--- src/hdl/assert_macros.svh ---
// ---------------------------------------------------------------------------
// assert_macros.svh
// shared concurrent assertion macros, compiled out when SYNTH is defined
// ---------------------------------------------------------------------------
`ifndef ASSERT_MACROS_SVH
`define ASSERT_MACROS_SVH

`ifndef SYNTH

// property must hold at every clock edge outside reset
`define ASSERT_SYNC(lbl, clk, rst_n, prop, msg) \
    lbl: assert property (@(posedge clk) disable iff (!rst_n) (prop)) else $error(msg);

// expression must never be true outside reset
`define ASSERT_NEVER(lbl, clk, rst_n, expr, msg) \
    lbl: assert property (@(posedge clk) disable iff (!rst_n) !(expr)) else $error(msg);

`else

`define ASSERT_SYNC(lbl, clk, rst_n, prop, msg)
`define ASSERT_NEVER(lbl, clk, rst_n, expr, msg)

`endif

`endif

--- src/hdl/jsu_pkg.sv ---
// ---------------------------------------------------------------------------
// jsu_pkg
// types and constants of the json string unescape decoder
// ---------------------------------------------------------------------------
`timescale 1ns / 1ps

package jsu_pkg;

    typedef enum logic [3:0] {
        MODE_PLAIN = 4'd0,
        MODE_ESC   = 4'd1,
        MODE_HEX1  = 4'd2,
        MODE_HEX2  = 4'd3,
        MODE_HEX3  = 4'd4,
        MODE_HEX4  = 4'd5,
        MODE_SBS   = 4'd6,
        MODE_SU    = 4'd7,
        MODE_LOW1  = 4'd8,
        MODE_LOW2  = 4'd9,
        MODE_LOW3  = 4'd10,
        MODE_LOW4  = 4'd11
    } t_mode;

    typedef enum logic [1:0] {
        KIND_BYTE = 2'd0,
        KIND_DONE = 2'd1,
        KIND_ERR  = 2'd2
    } t_kind;

    localparam int MAX_RESULTS = 4;

    // decoder state carried between bytes
    typedef struct packed {
        t_mode       mode;
        logic [15:0] accum;
        logic [15:0] high;
    } t_state;

    // results caused by one input byte, slot 0 goes out first
    typedef struct packed {
        logic [2:0]                   cnt;
        t_kind                        kind;
        logic [MAX_RESULTS-1:0][7:0]  bytes;
    } t_group;

endpackage

--- src/hdl/jsu_in_if.sv ---
// ---------------------------------------------------------------------------
// jsu_in_if
// raw byte channel into the decoder
// ---------------------------------------------------------------------------
`timescale 1ns / 1ps

interface jsu_in_if;
    logic       valid;
    logic       ready;
    logic [7:0] in_byte;
    logic       end_of_text;

    modport source (output valid, output in_byte, output end_of_text, input ready);
    modport sink   (input valid, input in_byte, input end_of_text, output ready);
endinterface

--- src/hdl/jsu_out_if.sv ---
// ---------------------------------------------------------------------------
// jsu_out_if
// decoded result channel out of the decoder
// ---------------------------------------------------------------------------
`timescale 1ns / 1ps

interface jsu_out_if;
    logic       valid;
    logic       ready;
    logic [7:0] out_byte;
    logic [1:0] kind;
    logic       last;

    modport source (output valid, output out_byte, output kind, output last, input ready);
    modport sink   (input valid, input out_byte, input kind, input last, output ready);
endinterface

--- src/hdl/jsu_decode.sv ---
// ---------------------------------------------------------------------------
// jsu_decode
// combinational step: one raw byte plus current state to next state and results
// ---------------------------------------------------------------------------
`timescale 1ns / 1ps

module jsu_decode
    import jsu_pkg::*;
(
    input  t_state     i_state,
    input  logic [7:0] i_byte,
    input  logic       i_eot,
    output t_state     o_next,
    output t_group     o_grp
);

    localparam logic [7:0] CH_QUOTE = 8'h22;
    localparam logic [7:0] CH_BSL   = 8'h5C;
    localparam logic [7:0] CH_U     = 8'h75;

    // {ok, value} of a hex digit in either case
    function automatic logic [4:0] hex_digit(input logic [7:0] c);
        logic [4:0] r;
        r = 5'd0;
        if (c >= 8'h30 && c <= 8'h39)      r = {1'b1, c[3:0]};
        else if (c >= 8'h61 && c <= 8'h66) r = {1'b1, c[3:0] + 4'd9};
        else if (c >= 8'h41 && c <= 8'h46) r = {1'b1, c[3:0] + 4'd9};
        return r;
    endfunction

    // {ok, byte} of a single-letter escape
    function automatic logic [8:0] esc_map(input logic [7:0] c);
        logic [8:0] r;
        case (c)
            8'h22:   r = {1'b1, 8'h22};
            8'h5C:   r = {1'b1, 8'h5C};
            8'h2F:   r = {1'b1, 8'h2F};
            8'h62:   r = {1'b1, 8'h08};
            8'h66:   r = {1'b1, 8'h0C};
            8'h6E:   r = {1'b1, 8'h0A};
            8'h72:   r = {1'b1, 8'h0D};
            8'h74:   r = {1'b1, 8'h09};
            default: r = 9'd0;
        endcase
        return r;
    endfunction

    logic [4:0]  hex;
    logic        hex_ok;
    logic [15:0] acc_nxt;
    logic [8:0]  esc;
    logic        surrogate;
    logic [15:0] hi_off;
    logic [25:0] full;

    assign hex       = hex_digit(i_byte);
    assign hex_ok    = hex[4];
    assign acc_nxt   = {i_state.accum[11:0], hex[3:0]};
    assign esc       = esc_map(i_byte);
    assign surrogate = (acc_nxt[15:11] == 5'b11011);
    // low 26 bits of the pair sum are all the output bytes need
    assign hi_off    = i_state.high - 16'hD800;
    assign full      = 26'h0010000 + {hi_off, 10'd0}
                     + {10'd0, acc_nxt} - 26'h000DC00;

    // next state
    always_comb begin
        o_next = i_state;
        if (i_eot) begin
            o_next.mode  = MODE_PLAIN;
            o_next.accum = 16'd0;
        end else begin
            unique case (i_state.mode)
                MODE_ESC: begin
                    if (i_byte == CH_U) begin
                        o_next.mode  = MODE_HEX1;
                        o_next.accum = 16'd0;
                    end else begin
                        o_next.mode = MODE_PLAIN;
                        if (!esc[8]) o_next.accum = 16'd0;
                    end
                end
                MODE_HEX1, MODE_HEX2, MODE_HEX3,
                MODE_LOW1, MODE_LOW2, MODE_LOW3: begin
                    if (hex_ok) begin
                        o_next.accum = acc_nxt;
                        o_next.mode  = t_mode'(i_state.mode + 4'd1);
                    end else begin
                        o_next.mode  = MODE_PLAIN;
                        o_next.accum = 16'd0;
                    end
                end
                MODE_HEX4: begin
                    o_next.accum = 16'd0;
                    o_next.mode  = MODE_PLAIN;
                    if (hex_ok && surrogate) begin
                        o_next.high = acc_nxt;
                        o_next.mode = MODE_SBS;
                    end
                end
                MODE_SBS: begin
                    if (i_byte == CH_BSL) begin
                        o_next.mode = MODE_SU;
                    end else begin
                        o_next.mode  = MODE_PLAIN;
                        o_next.accum = 16'd0;
                    end
                end
                MODE_SU: begin
                    o_next.accum = 16'd0;
                    o_next.mode  = (i_byte == CH_U) ? MODE_LOW1 : MODE_PLAIN;
                end
                MODE_LOW4: begin
                    o_next.accum = 16'd0;
                    o_next.mode  = MODE_PLAIN;
                end
                default: begin
                    // plain mode, unused codes behave the same
                    o_next.mode = (i_byte == CH_BSL) ? MODE_ESC : MODE_PLAIN;
                end
            endcase
        end
    end

    // results
    always_comb begin
        o_grp.cnt   = 3'd0;
        o_grp.kind  = KIND_BYTE;
        o_grp.bytes = '0;
        if (i_eot) begin
            o_grp.cnt  = 3'd1;
            o_grp.kind = KIND_ERR;
        end else begin
            unique case (i_state.mode)
                MODE_ESC: begin
                    if (esc[8]) begin
                        o_grp.cnt      = 3'd1;
                        o_grp.bytes[0] = esc[7:0];
                    end else if (i_byte != CH_U) begin
                        o_grp.cnt  = 3'd1;
                        o_grp.kind = KIND_ERR;
                    end
                end
                MODE_HEX1, MODE_HEX2, MODE_HEX3,
                MODE_LOW1, MODE_LOW2, MODE_LOW3: begin
                    if (!hex_ok) begin
                        o_grp.cnt  = 3'd1;
                        o_grp.kind = KIND_ERR;
                    end
                end
                MODE_HEX4: begin
                    if (!hex_ok) begin
                        o_grp.cnt  = 3'd1;
                        o_grp.kind = KIND_ERR;
                    end else if (acc_nxt < 16'h0080) begin
                        o_grp.cnt      = 3'd1;
                        o_grp.bytes[0] = acc_nxt[7:0];
                    end else if (acc_nxt < 16'h0800) begin
                        o_grp.cnt      = 3'd2;
                        o_grp.bytes[0] = 8'hC0 | {3'd0, acc_nxt[10:6]};
                        o_grp.bytes[1] = 8'h80 | {2'd0, acc_nxt[5:0]};
                    end else if (!surrogate) begin
                        o_grp.cnt      = 3'd3;
                        o_grp.bytes[0] = 8'hE0 | {4'd0, acc_nxt[15:12]};
                        o_grp.bytes[1] = 8'h80 | {2'd0, acc_nxt[11:6]};
                        o_grp.bytes[2] = 8'h80 | {2'd0, acc_nxt[5:0]};
                    end
                end
                MODE_SBS: begin
                    if (i_byte != CH_BSL) begin
                        o_grp.cnt  = 3'd1;
                        o_grp.kind = KIND_ERR;
                    end
                end
                MODE_SU: begin
                    if (i_byte != CH_U) begin
                        o_grp.cnt  = 3'd1;
                        o_grp.kind = KIND_ERR;
                    end
                end
                MODE_LOW4: begin
                    if (!hex_ok) begin
                        o_grp.cnt  = 3'd1;
                        o_grp.kind = KIND_ERR;
                    end else begin
                        // lead byte truncates to 8 bits, no range check
                        o_grp.cnt      = 3'd4;
                        o_grp.bytes[0] = 8'hF0 | full[25:18];
                        o_grp.bytes[1] = 8'h80 | {2'd0, full[17:12]};
                        o_grp.bytes[2] = 8'h80 | {2'd0, full[11:6]};
                        o_grp.bytes[3] = 8'h80 | {2'd0, full[5:0]};
                    end
                end
                default: begin
                    if (i_byte == CH_QUOTE) begin
                        o_grp.cnt  = 3'd1;
                        o_grp.kind = KIND_DONE;
                    end else if (i_byte != CH_BSL) begin
                        o_grp.cnt      = 3'd1;
                        o_grp.bytes[0] = i_byte;
                    end
                end
            endcase
        end
    end

endmodule

--- src/hdl/json_string_unescape_utf8.sv ---
// ---------------------------------------------------------------------------
// json_string_unescape_utf8
// streaming decoder of a json string body with escapes and utf-8 output
// ---------------------------------------------------------------------------
// One raw byte is taken per cycle and decoded in the same cycle into a result
// group register holding up to four results; results leave one per cycle
// while the receiver is ready. A byte is taken whenever the group is empty or
// its final result is leaving, so bytes giving zero or one result flow at one
// per cycle while the receiver is ready. A byte giving several results (a \u
// escape end: two or three bytes, a surrogate pair: four) holds the input
// while the group register drains. No clearing pass after reset.
`timescale 1ns / 1ps

module json_string_unescape_utf8
    import jsu_pkg::*;
(
    input  logic   i_clk,
    input  logic   i_rst_n,
    jsu_in_if.sink    i_in,
    jsu_out_if.source o_out
);

`include "assert_macros.svh"

    t_state r_state;
    t_state n_state;
    t_group grp;

    logic [MAX_RESULTS-1:0][7:0] r_bytes;
    t_kind                       r_kind;
    logic [2:0]                  r_cnt, n_cnt;
    logic [1:0]                  r_idx, n_idx;

    logic in_fire;
    logic out_fire;

    jsu_decode u_decode (
        .i_state (r_state),
        .i_byte  (i_in.in_byte),
        .i_eot   (i_in.end_of_text),
        .o_next  (n_state),
        .o_grp   (grp)
    );

    assign i_in.ready     = (r_cnt == 3'd0) || ((r_cnt == 3'd1) && o_out.ready);
    assign in_fire        = i_in.valid && i_in.ready;
    assign out_fire       = o_out.valid && o_out.ready;

    assign o_out.valid    = (r_cnt != 3'd0);
    assign o_out.out_byte = r_bytes[r_idx];
    assign o_out.kind     = r_kind;
    assign o_out.last     = (r_cnt == 3'd1);

    always_comb begin
        n_cnt = r_cnt;
        n_idx = r_idx;
        if (out_fire) begin
            n_cnt = r_cnt - 3'd1;
            n_idx = r_idx + 2'd1;
        end
        // a new request replaces a group that is empty or just finishing
        if (in_fire) begin
            n_cnt = grp.cnt;
            n_idx = 2'd0;
        end
    end

    always_ff @(posedge i_clk) begin
        if (!i_rst_n) begin
            r_state.mode  <= MODE_PLAIN;
            r_state.accum <= 16'd0;
            r_state.high  <= 16'd0;
            r_cnt         <= 3'd0;
            r_idx         <= 2'd0;
        end else begin
            if (in_fire) r_state <= n_state;
            r_cnt <= n_cnt;
            r_idx <= n_idx;
        end
    end

    always_ff @(posedge i_clk) begin
        if (in_fire) begin
            r_bytes <= grp.bytes;
            r_kind  <= grp.kind;
        end
    end

    `ASSERT_SYNC(a_slot_range, i_clk, i_rst_n, ({2'd0, r_idx} + {1'b0, r_cnt}) <= 4'd4, "result slot past group end")
    `ASSERT_SYNC(a_status_single, i_clk, i_rst_n, (r_cnt != 3'd0 && r_kind != KIND_BYTE) |-> (r_cnt == 3'd1 && r_idx == 2'd0), "done or error not alone in group")
    `ASSERT_SYNC(a_drain_step, i_clk, i_rst_n, (out_fire && r_cnt > 3'd1) |=> (r_cnt == $past(r_cnt) - 3'd1), "group did not drain by one")

endmodule

--- src/flat_wrapper.sv ---
// flat-port wrapper written by rule: the top's interface ports become plain ports
module json_string_unescape_utf8_flat import jsu_pkg::*;
  (i_clk, i_rst_n, i_in_valid, i_in_in_byte, i_in_end_of_text, i_in_ready, o_out_valid, o_out_out_byte, o_out_kind, o_out_last, o_out_ready);
  jsu_in_if i_in_i ();
  jsu_out_if o_out_i ();
  input  logic i_clk;
  input  logic i_rst_n;
  input wire logic [$bits(i_in_i.valid)-1:0] i_in_valid;
  input wire logic [$bits(i_in_i.in_byte)-1:0] i_in_in_byte;
  input wire logic [$bits(i_in_i.end_of_text)-1:0] i_in_end_of_text;
  output wire logic [$bits(i_in_i.ready)-1:0] i_in_ready;
  output wire logic [$bits(o_out_i.valid)-1:0] o_out_valid;
  output wire logic [$bits(o_out_i.out_byte)-1:0] o_out_out_byte;
  output wire logic [$bits(o_out_i.kind)-1:0] o_out_kind;
  output wire logic [$bits(o_out_i.last)-1:0] o_out_last;
  input wire logic [$bits(o_out_i.ready)-1:0] o_out_ready;
  assign i_in_i.valid = i_in_valid;
  assign i_in_i.in_byte = i_in_in_byte;
  assign i_in_i.end_of_text = i_in_end_of_text;
  assign i_in_ready = i_in_i.ready;
  assign o_out_valid = o_out_i.valid;
  assign o_out_out_byte = o_out_i.out_byte;
  assign o_out_kind = o_out_i.kind;
  assign o_out_last = o_out_i.last;
  assign o_out_i.ready = o_out_ready;
  json_string_unescape_utf8 u_core (.i_clk(i_clk), .i_rst_n(i_rst_n), .i_in(i_in_i), .o_out(o_out_i));
endmodule
--- config.mk ---
export PLATFORM = sky130hd
export DESIGN_NAME = json_string_unescape_utf8_flat
export DESIGN_NICKNAME = d
export VERILOG_FILES = /design/src/hdl/jsu_pkg.sv /design/src/hdl/jsu_in_if.sv /design/src/hdl/jsu_out_if.sv /design/src/hdl/jsu_decode.sv /design/src/hdl/json_string_unescape_utf8.sv /design/src/flat_wrapper.sv
export VERILOG_INCLUDE_DIRS = /design/src /design/src/hdl
export SDC_FILE = /design/constraint.sdc
export NUM_CORES = 1
export LEC_CHECK = 0
export ABC_AREA = 1
export BUFFER_PORTS_ARGS = -buffer_cell sky130_fd_sc_hd__buf_2
export CAP_MARGIN = 20
export CORE_MARGIN = 10
export CORE_UTILIZATION = 50
export CTS_CLUSTER_SIZE = 24
export DETAILED_ROUTE_END_ITERATION = 12
export PLACE_DENSITY_LB_ADDON = 0.08
export REMOVE_ABC_BUFFERS = 1
export SKIP_LAST_GASP = 1
export SLEW_MARGIN = 20
export SYNTH_ARGS = -nofsm -noshare
export SYNTH_HDL_FRONTEND = slang
export SYNTH_SLANG_ARGS = --single-unit
--- constraint.sdc ---
create_clock -name i_clk -period 3.03 [get_ports i_clk]
set_input_delay 0.606 -clock i_clk [delete_from_list [all_inputs] [get_ports i_clk]]
set_output_delay 0.606 -clock i_clk [all_outputs]
set_load 0.02 [all_outputs]
==> flow_summary.toml, run 1 <==
[clocking]
cts_root_buffer = "clkbuf_8"
cts_htree_levels = 3
cts_resized = 0
cts.sinks = 64
hold_buffers = 0
cts_made_buffers = 9
cts.path.max_buffers = 2
cts_tree = "yes"
clkTransAtPathRegs_ns = 0.08
post_cts_buffers = 0
clock_latency_ns = 0.35

[finish]
fin_nets = 706
fin_cells = 781
drive_above_1_share = 0.146
area_delta_synth_final_pct = 9.45
num_antenna_cells = 0

[yosys]
netlist_instances = 639
ys_ff_latch = 64
ys_types = 40
avgSynthCellArea_um2 = 7.10
seq_area_frac_synth = 0.351
synthTopCellsByCount = "nand2_1 (122), nor2_1 (83), inv_1 (76), nand3_1 (50), a21oi_1 (45)"
synth_area_um2 = 4540
yosysTopAreaCellShare = 0.205
synth_ff_type = "dfxtp_1"
synth.most_common_cell = "nand2_1"
synth_top_cell_by_area = "edfxtp_1"
synth-async-reset-ratio = 0
synth_area_leaders = "edfxtp_1 (21%), dfxtp_1 (15%), nand2_1 (10%), nor2_1 (6.9%), ha_1 (6.6%)"
synth_edf_count = 31
yosysWarningCount = 0

[die]
ios = 26
die-area_um2 = 13300
rows = 34
start_util = 0.518
die_h_um = 115
core_um2 = 8760
die_x_um = 115

[hold_path]
whs_endpoint = "u_core.r_state[16]"
holdCritStartpoint = "u_core.r_state[16]"
hold_class = "register to register"
min_path_cells = 2

[sta]
timing.slew.headroom = 0.501
skew_ns = 0.0118
rsz0062_at_grt = "false"
max_slew.worst_pin.slew_ns = 0.748
fmaxAchievable_mhz = 391
post-route-min-period_ns = 2.56
fin_setup_tns_ns = 0
fin_crit_sh = 0.844
worst_slack_ns = 0.474
hold_viol = 0
slew_viol_final = 0
setup_viol = 0
fin_hold_ws_ns = 0.473

[worst_setup_path]
path_cells = "inv_1 -> ha_1 -> inv_1 -> ha_1 -> inv_1 -> fa_1 -> inv_1 -> nand3_1 -> nand2_1 -> nand2_1 -> nand2_1 -> nand2_1 -> nand3_1 -> nand4_1 -> nand2_1 -> inv_1"
cp_max_fo = 4
worst-r2r-cell-count = 16
required_ns = 3.14
crit_slowest_cell = "dfxtp_1"
critPathKind = "register to register"
crit_path_start_kind = "register"
cp-end-kind = "register"
cp_slowest_stage_delay_ns = 0.42
rr_startpoint = "u_core.r_state[22]"
cp.arrival_ns = 2.67
r2r_setup_slack_ns = 0.47
r2r_end = "u_core.r_bytes[1]"

[detailed_routing]
dr.pass1.iters = 6
drt_iter0_drc = 517
avgRoutedWirePerCell_um = 17.6
vias_per_cell = 5.74
ant_nets = 0
drc_errors = 0
via_count = 4483
routed_wl_um = 13800

[place]
dpl_worst_slack_ns = 0.329
gp_congestion = 0.988
dpl.hpwl_um = 10600
port_buffers = 25
dp_cells = 765

[pwr]
p_per_area_nw_per_um2 = 521
clkPwrFrac = 0.277
p_sw_frac = 0.358
p_leak_nw = 2.22
power.internal_mw = 1.66
power_mw = 2.59
irDropWorstVdd_mv = 0.244
pwr-share-comb = 0.287
p_switching_mw = 0.927
pwr-share-seq = 0.436

[global_route]
grt_pass1_wl_um = 22100
grt_max_degree = 33
track_usage = 0.209
antenna_found_initial = 0
gr-total-overflow = 0
grt_pass1_vias = 4209

[run_status]
status = "finished, final reports clean"

[run]
maxCapViolations = 0
-- routing by layer --
layer,wire (um),vias to the layer above,track usage
li1,-,2198,-
met1,6240,2029,0.292
met2,5970,221,0.306
met3,1230,35,0.0505
met4,319,0,0.0710
met5,0,-,0
-- power groups by stage --
| stage | Sequential, mW | Combinational (mW) | Clock, mW |
|---|---|---|---|
| finish | 1.13 | 0.743 | 0.718 |
| global route | 1.15 | 0.832 | 0.755 |
| CTS | 1.13 | 0.749 | 0.723 |
| detailed placement | 1.15 | 0.747 | 0 |
| global placement | 1.14 | 0.734 | 0 |
| floorplan | 1.15 | 0.485 | 0 |
-- critical path, delay by kind of cell, from the launching register on --
kind / cells / cell delay [ns]
fa+ha+maj: 3 / 0.78
simple gates: 8 / 0.72
flops: 1 / 0.42
buf+inv: 5 / 0.40
-- per-stage QoR --
step                 util  cell area [um2]
finish              0.567             4970
global route        0.567             4970
CTS                 0.567             4970
detailed placement  0.545             4780
global placement    0.545             4780
floorplan               -             4460
-- sequential cells by signal, summed over array words and instances, names as in the netlist --
name	flops
u_core.r_cnt	3
u_core.r_bytes	29
u_core.r_idx	2
u_core.r_state	28
u_core.o_out.kind	2
-- cell type report --
cell class / count / area (um2)
Clock buffer: 12 / 166
Sequential cell: 64 / 1590
Clock inverter: 4 / 25.0
Timing Repair Buffer: 33 / 185
Fill cell: 839 / 3790
Multi-Input combinational cell: 476 / 2550
Tap cell: 108 / 135
Inverter: 84 / 315
-- worst max path at each step --
| stage | cells after the start | start | endpoint |
|---|---|---|---|
| 4_1_cts | 16 | u_core.r_state[22] | u_core.r_bytes[1] |
| 2_1_floorplan | 11 | u_core.r_cnt[0] | u_core.r_state[16] |
| 6_report | 16 | u_core.r_state[22] | u_core.r_bytes[1] |
| 3_3_place_gp | 14 | i_in_in_byte[0] | u_core.r_bytes[8] |
| 5_1_grt | 16 | u_core.r_state[22] | u_core.r_bytes[1] |
| 3_5_place_dp | 14 | i_in_in_byte[0] | u_core.r_bytes[20] |
-- cell usage in the layout, fill, tap and decap left out, types with 5 or more instances in the layout --
cell type,instances
inv_2,7
clkbuf_8,10
o21ai_0,38
nor2_2,5
buf_2,25
xor2_1,6
o21ai_1,9
inv_1,76
nand3_2,6
dfxtp_1,33
nor3_1,7
nand4_1,19
buf_4,8
ha_1,24
edfxtp_1,31
nand3_1,50
nor2_1,83
a21oi_1,45
nand2_2,13
o22ai_1,18
a21oi_2,10
nand2_1,122
-- cell families after synthesis --
| group | count (synthesis) | synth area share |
|---|---|---|
| adders and majority gates | 25 | 0.0706 |
| AOI/OAI and AO/OA | 127 | 0.157 |
| and+or+nand+nor | 317 | 0.321 |
| DFF | 64 | 0.351 |
| xor gates and xnor gates | 7 | 0.0135 |
| buffers and inverters | 99 | 0.0877 |
Power figures use the tool's default switching activity.
==> run 2, diff against run 1 <==
ABC_AREA = 0   (was 1)
clock period = 2.6 ns   (was 3.03 ns; I/O delays follow)
==> run 2 against run 1 <==
  * Design area grew 2.5%
  * Largest cell class unchanged
  * Core utilization grew 2.3 points
  * Clock skew grew 0.0013 ns
  * First-iteration DRC count shrank 17%
  * Critical path type unchanged
  * Highest routed layer unchanged
==> flow_summary.toml, run 2 <==
[detailed_routing]
drc_errors = 0
via_count = 3977
avgRoutedWirePerCell_um = 19.8
ant_nets = 0
drt_iter0_drc = 429
routed_wl_um = 12700
vias_per_cell = 6.22
dr.pass1.iters = 6

[yosys]
synth_edf_count = 31
synth_area_leaders = "edfxtp_1 (21%), dfxtp_1 (15%), ha_1 (6.8%), nand2_1 (4.6%), mux4_2 (3.6%)"
netlist_instances = 472
seq_area_frac_synth = 0.362
synthTopCellsByCount = "nand2_1 (54), dfxtp_1 (33), a21oi_1 (31), edfxtp_1 (31), nor2_1 (30)"
synth_ff_type = "dfxtp_1"
ys_types = 78
synth.most_common_cell = "nand2_1"
avgSynthCellArea_um2 = 9.32
synth_top_cell_by_area = "edfxtp_1"
yosysWarningCount = 0
ys_ff_latch = 64
synth_area_um2 = 4400
synth-async-reset-ratio = 0
yosysTopAreaCellShare = 0.212

[pwr]
p_per_area_nw_per_um2 = 605
p_leak_nw = 1.95
power_mw = 3.08
irDropWorstVdd_mv = 0.417

[global_route]
gr-total-overflow = 0
antenna_found_initial = 0
grt_max_degree = 33
grt_pass1_wl_um = 20200
grt_pass1_vias = 3789
track_usage = 0.195

[sta]
timing.slew.headroom = 0.572
fin_crit_sh = 0.951
fin_hold_ws_ns = 0.464
post-route-min-period_ns = 2.47
slew_viol_final = 0
worst_slack_ns = 0.129
max_slew.worst_pin.slew_ns = 0.641
hold_viol = 0
rsz0062_at_grt = "true"
setup_viol = 0
fmaxAchievable_mhz = 405
skew_ns = 0.0131

[clocking]
cts_made_buffers = 9
cts.path.max_buffers = 2
cts_htree_levels = 3
cts.sinks = 64
cts_root_buffer = "clkbuf_8"
clkTransAtPathRegs_ns = 0.08
post_cts_buffers = 0
clock_latency_ns = 0.35
cts_tree = "yes"

[finish]
fill_cells = 767
num_antenna_cells = 0
drive_above_1_share = 0.218
largest_register_ffs = 29
top_regs = "u_core.r_bytes x29, u_core.r_state x28, u_core.r_cnt x3"
area_delta_synth_final_pct = 15.7
fin_util = 0.590
final_cell_mix = "nand2_1 (54), buf_4 (46), dfxtp_1 (33), edfxtp_1 (31), nor2_1 (30)"
fin_nets = 564
regMostFlops = "u_core.r_bytes"
fin_cells = 639
final_common_cell = "nand2_1"

[place]
dpl_worst_slack_ns = -0.0656
dpl.hpwl_um = 9750
dp_cells = 623
port_buffers = 25
gp_congestion = 0.953

[worst_setup_path]
cp_max_fo = 4
crit_path_start_kind = "register"
cp.arrival_ns = 2.68
critPathKind = "register to register"
required_ns = 2.80
cp-end-kind = "register"

[die]
core_um2 = 8640
die-area_um2 = 13000
start_util = 0.509
rows = 34
die_x_um = 114
die_h_um = 114
ios = 26

[run_status]
status = "finished, final reports clean"

[run]
maxCapViolations = 0

[hold_path]
hold_class = "register to register"
[run 2: cell types whose count changed in the layout (fill, tap and decap cells not counted), sizes merged, moves of 17 or more]
| cell | before | now |
|---|---|---|
| nand2 | 138 | 54 |
| inv | 84 | 23 |
| nor2 | 89 | 30 |
| nand3 | 56 | 13 |
| buf | 33 | 71 |
| o21ai | 47 | 14 |
| a21oi | 55 | 32 |
| a22o | 0 | 17 |
| o22ai | 18 | 1 |
[run 2: power breakdown]
group          internal, mW  switching (mW)
registers              1.25          0.0871
logic                 0.322           0.491
clock network         0.528           0.405
[run 2: final timing paths]
path / startpoint / endpoint / slack, ns / cells past startpoint
hold reg to reg: u_core.r_state[4] / u_core.r_state[4] / 0.46 / 2
setup / recovery: u_core.r_state[32] / u_core.r_cnt[0] / 0.13 / 9
hold / removal: u_core.r_state[4] / u_core.r_state[4] / 0.46 / 2
setup reg to reg: u_core.r_state[32] / u_core.r_cnt[0] / 0.13 / 9
[run 2: cell type report]
class	count	area, um2	area share
Multi-Input combinational cell	357	2590	0.508
Inverter	23	91.3	0.0179
Clock inverter	4	50.0	0.00983
Clock buffer	12	166	0.0327
Timing Repair Buffer	71	470	0.0924
Tap cell	108	135	0.0265
Sequential cell	64	1590	0.313
[run 2: cells by family (layout without fill, tap and decap cells)]
family	after synthesis	in the layout	synth area share
simple gates	170	170	0.207
compound gates	143	143	0.240
flops	64	64	0.362
buf+inv	51	110	0.0575
fa+ha+maj	25	25	0.0728
xor+xnor	10	10	0.0199
mux	9	9	0.0404
[run 2: layer usage]
| layer | GRT usage | part of all wire | up-vias |
|---|---|---|---|
| li1 | - | - | 1900 |
| met1 | 0.248 | 0.42 | 1890 |
| met2 | 0.327 | 0.48 | 159 |
| met3 | 0.0378 | 0.073 | 28 |
| met4 | 0.0568 | 0.024 | 0 |
| met5 | 0 | 0 | - |
[run 2: worst max-delay path, cell delays in order, from the launching register on]
cell	delay (ns)
dfxtp_1	0.34
inv_1	0.10
ha_1	0.27
nor4b_2	0.26
a221oi_1	0.11
or3_2	0.52
a22o_1	0.22
o311ai_2	0.27
buf_4	0.16
a31oi_1	0.07
[run 2: metrics by stage]
stage	instance area (um2)	TNS, ns
2_1_floorplan	4240	-14.63
3_3_place_gp	4850	-0.0458
3_5_place_dp	4850	-0.100
4_1_cts	5070	0
5_1_grt	5090	-0.0139
6_report	5090	0
[run 2: timing repair]
action | in CTS | in global routing
setup endpoints to repair | 1 | 3
pin swaps | 0 | 2
gates resized for setup | 1 | 5
hold buffers | 0 | 0
==> run 3, diff against run 2 <==
CORE_ASPECT_RATIO = 0.6   (was not set)
==> run 3 against run 2 <==
  * Die area rose by 0.95%
  * Cell count rose by 0.94%
  * Setup slack got worse by 0.050 ns
  * Sequential share of layout area fell by 0.59 points
  * Critical path depth did not move
  * Global-route usage rose by 1.5 points
  * Flip-flop and latch count did not move
  * Register-to-register slack got worse by 0.05 ns
  * Core utilization rose by 1.9 points
  * Clock power rose by 21%
  * Combinational power fell by 1%
  * First-iteration DRC count rose by 20%
  * Critical endpoint is now u_core.r_bytes[1]
  * Largest cell class unchanged
  * Largest power group unchanged
  * Highest routed layer unchanged
==> flow_summary.toml, run 3 (synthesis gave the netlist of run 2 again) <==
[sta]
worst_slack_ns = 0.0783
setup_viol = 0
slew_viol_final = 0
rsz0062_at_grt = "true"
fmaxAchievable_mhz = 397
timing.slew.headroom = 0.464
hold_viol = 0
skew_ns = 0.00868
post-route-min-period_ns = 2.52
fin_setup_tns_ns = 0
max_slew.worst_pin.slew_ns = 0.797
fin_crit_sh = 0.970

[die]
die_x_um = 141
rows = 26
ios = 26
die-area_um2 = 13100
start_util = 0.516
die_h_um = 92.7
core_um2 = 8520

[pwr]
p_leak_nw = 1.98
power_mw = 3.27
irDropWorstVdd_mv = 0.362
p_per_area_nw_per_um2 = 631

[clocking]
cts.path.max_buffers = 2
post_cts_buffers = 0
clock_latency_ns = 0.34
cts.sinks = 64
cts_htree_levels = 3
cts_tree = "yes"
cts_root_buffer = "clkbuf_16"
cts_made_buffers = 9
clkTransAtPathRegs_ns = 0.06

[global_route]
antenna_found_initial = 0
grt_pass1_wl_um = 21700
gr-usage-met2 = 0.264
grt_pass1_vias = 3858
track_usage = 0.210
grt_util_met3 = 0.0714
grt.busiest_layer = "met1"
gr-total-overflow = 0
grt_max_degree = 37
grtUsageMet1 = 0.325

[worst_setup_path]
crit_path_start_kind = "register"
crit_family = "compound AO/OA/AOI/OAI gates"
crit_slowest_cell = "ha_1"
critPathKind = "register to register"
cp-end-kind = "register"
path_cells = "ha_1 -> ha_1 -> o21ai_0 -> a21oi_4 -> buf_4 -> o21a_1 -> o211ai_1 -> xor2_1 -> o211ai_1"
required_ns = 2.68
cp_num_buf_inv = 1
cp_max_fo = 4
cp_slowest_stage_delay_ns = 0.38
cp.arrival_ns = 2.60

[finish]
largest_register_ffs = 29
fin_cells = 645
regMostFlops = "u_core.r_bytes"
final_cell_mix = "nand2_1 (54), buf_4 (48), dfxtp_1 (33), edfxtp_1 (31)"
final_common_cell = "nand2_1"
fill_cells = 753
area_delta_synth_final_pct = 17.9
stdcell_area_um2 = 5190
drive_above_1_share = 0.225
num_antenna_cells = 0
top_regs = "u_core.r_bytes x29, u_core.r_state x28, u_core.r_cnt x3"
fin_nets = 566

[place]
port_buffers = 25
dpl.hpwl_um = 10600
dpl_worst_slack_ns = -0.0290
gp_congestion = 0.921
dp_cells = 629
placed_area_um2 = 4870

[hold_path]
hold_class = "register to register"

[run]
maxCapViolations = 0

[detailed_routing]
dr.pass1.iters = 5
ant_nets = 0
via_count = 4189
drt_iter0_drc = 514
routed_wl_um = 14000
drc_errors = 0
vias_per_cell = 6.49
avgRoutedWirePerCell_um = 21.7

[run_status]
status = "finished, final reports clean"
[run 3: changes by cell type in the layout (fill, tap and decap cells not counted), sizes merged]
| cell | change |
|---|---|
| bufinv | -1 |
| clkinvlp | +1 |
| clkinv | +2 |
| clkbuf | -3 |
| buf | +2 |
| inv | +1 |
[run 3: metal layers]
metal / routed length, um / share of wire / vias up
met2: 5360 / 0.38 / 262
met5: 0 / 0 / -
met3: 1660 / 0.12 / 18
met1: 6850 / 0.49 / 1998
li1: - / - / 1911
met4: 126 / 0.0090 / 0
[run 3: final timing paths]
check / start / to / slack (ns) / cells after the start
max: u_core.r_state[4] / u_core.r_bytes[1] / 0.08 / 9
min: u_core.r_state[5] / u_core.r_state[5] / 0.47 / 2
max reg2reg: u_core.r_state[4] / u_core.r_bytes[1] / 0.08 / 9
min reg2reg: u_core.r_state[5] / u_core.r_state[5] / 0.47 / 2
[run 3: report_power, final]
| group | leakage, nW | internal [mW] | switching [mW] |
|---|---|---|---|
| Clock | 0.127 | 0.643 | 0.492 |
| Sequential | 0.568 | 1.25 | 0.0846 |
| Combinational | 1.29 | 0.310 | 0.495 |
[run 3: worst register-to-register path, delay by kind of cell (launching register included)]
| family | cells | cell delay (ns) |
|---|---|---|
| fa+ha+maj | 2 | 0.68 |
| xor+xnor | 1 | 0.22 |
| compound gates | 5 | 0.90 |
| buf+inv | 1 | 0.15 |
| flops | 1 | 0.31 |
[run 3: timing repair]
action / in CTS / in global routing
hold buffers: 0 / 0
setup endpoints to repair: 0 / 5
resized for setup: 0 / 9
[run 3: through the flow]
step	util	hold slack [ns]
after detailed placement	0.571	0.453
after global routing	0.609	0.497
after CTS	0.603	0.465
final	0.609	0.471
after floorplan	-	0.436
after global placement	0.571	0.447
[run 3: layout make-up]
| type | instances | area, um2 | share of cell area |
|---|---|---|---|
| well taps | 112 | 140 | 0.0270 |
| clock inverters | 7 | 45.0 | 0.00868 |
| inverters | 23 | 91.3 | 0.0176 |
| flip-flops and latches | 64 | 1590 | 0.307 |
| clock buffers | 9 | 225 | 0.0434 |
| multi-input cells | 357 | 2610 | 0.503 |
| repair buffers | 73 | 485 | 0.0936 |
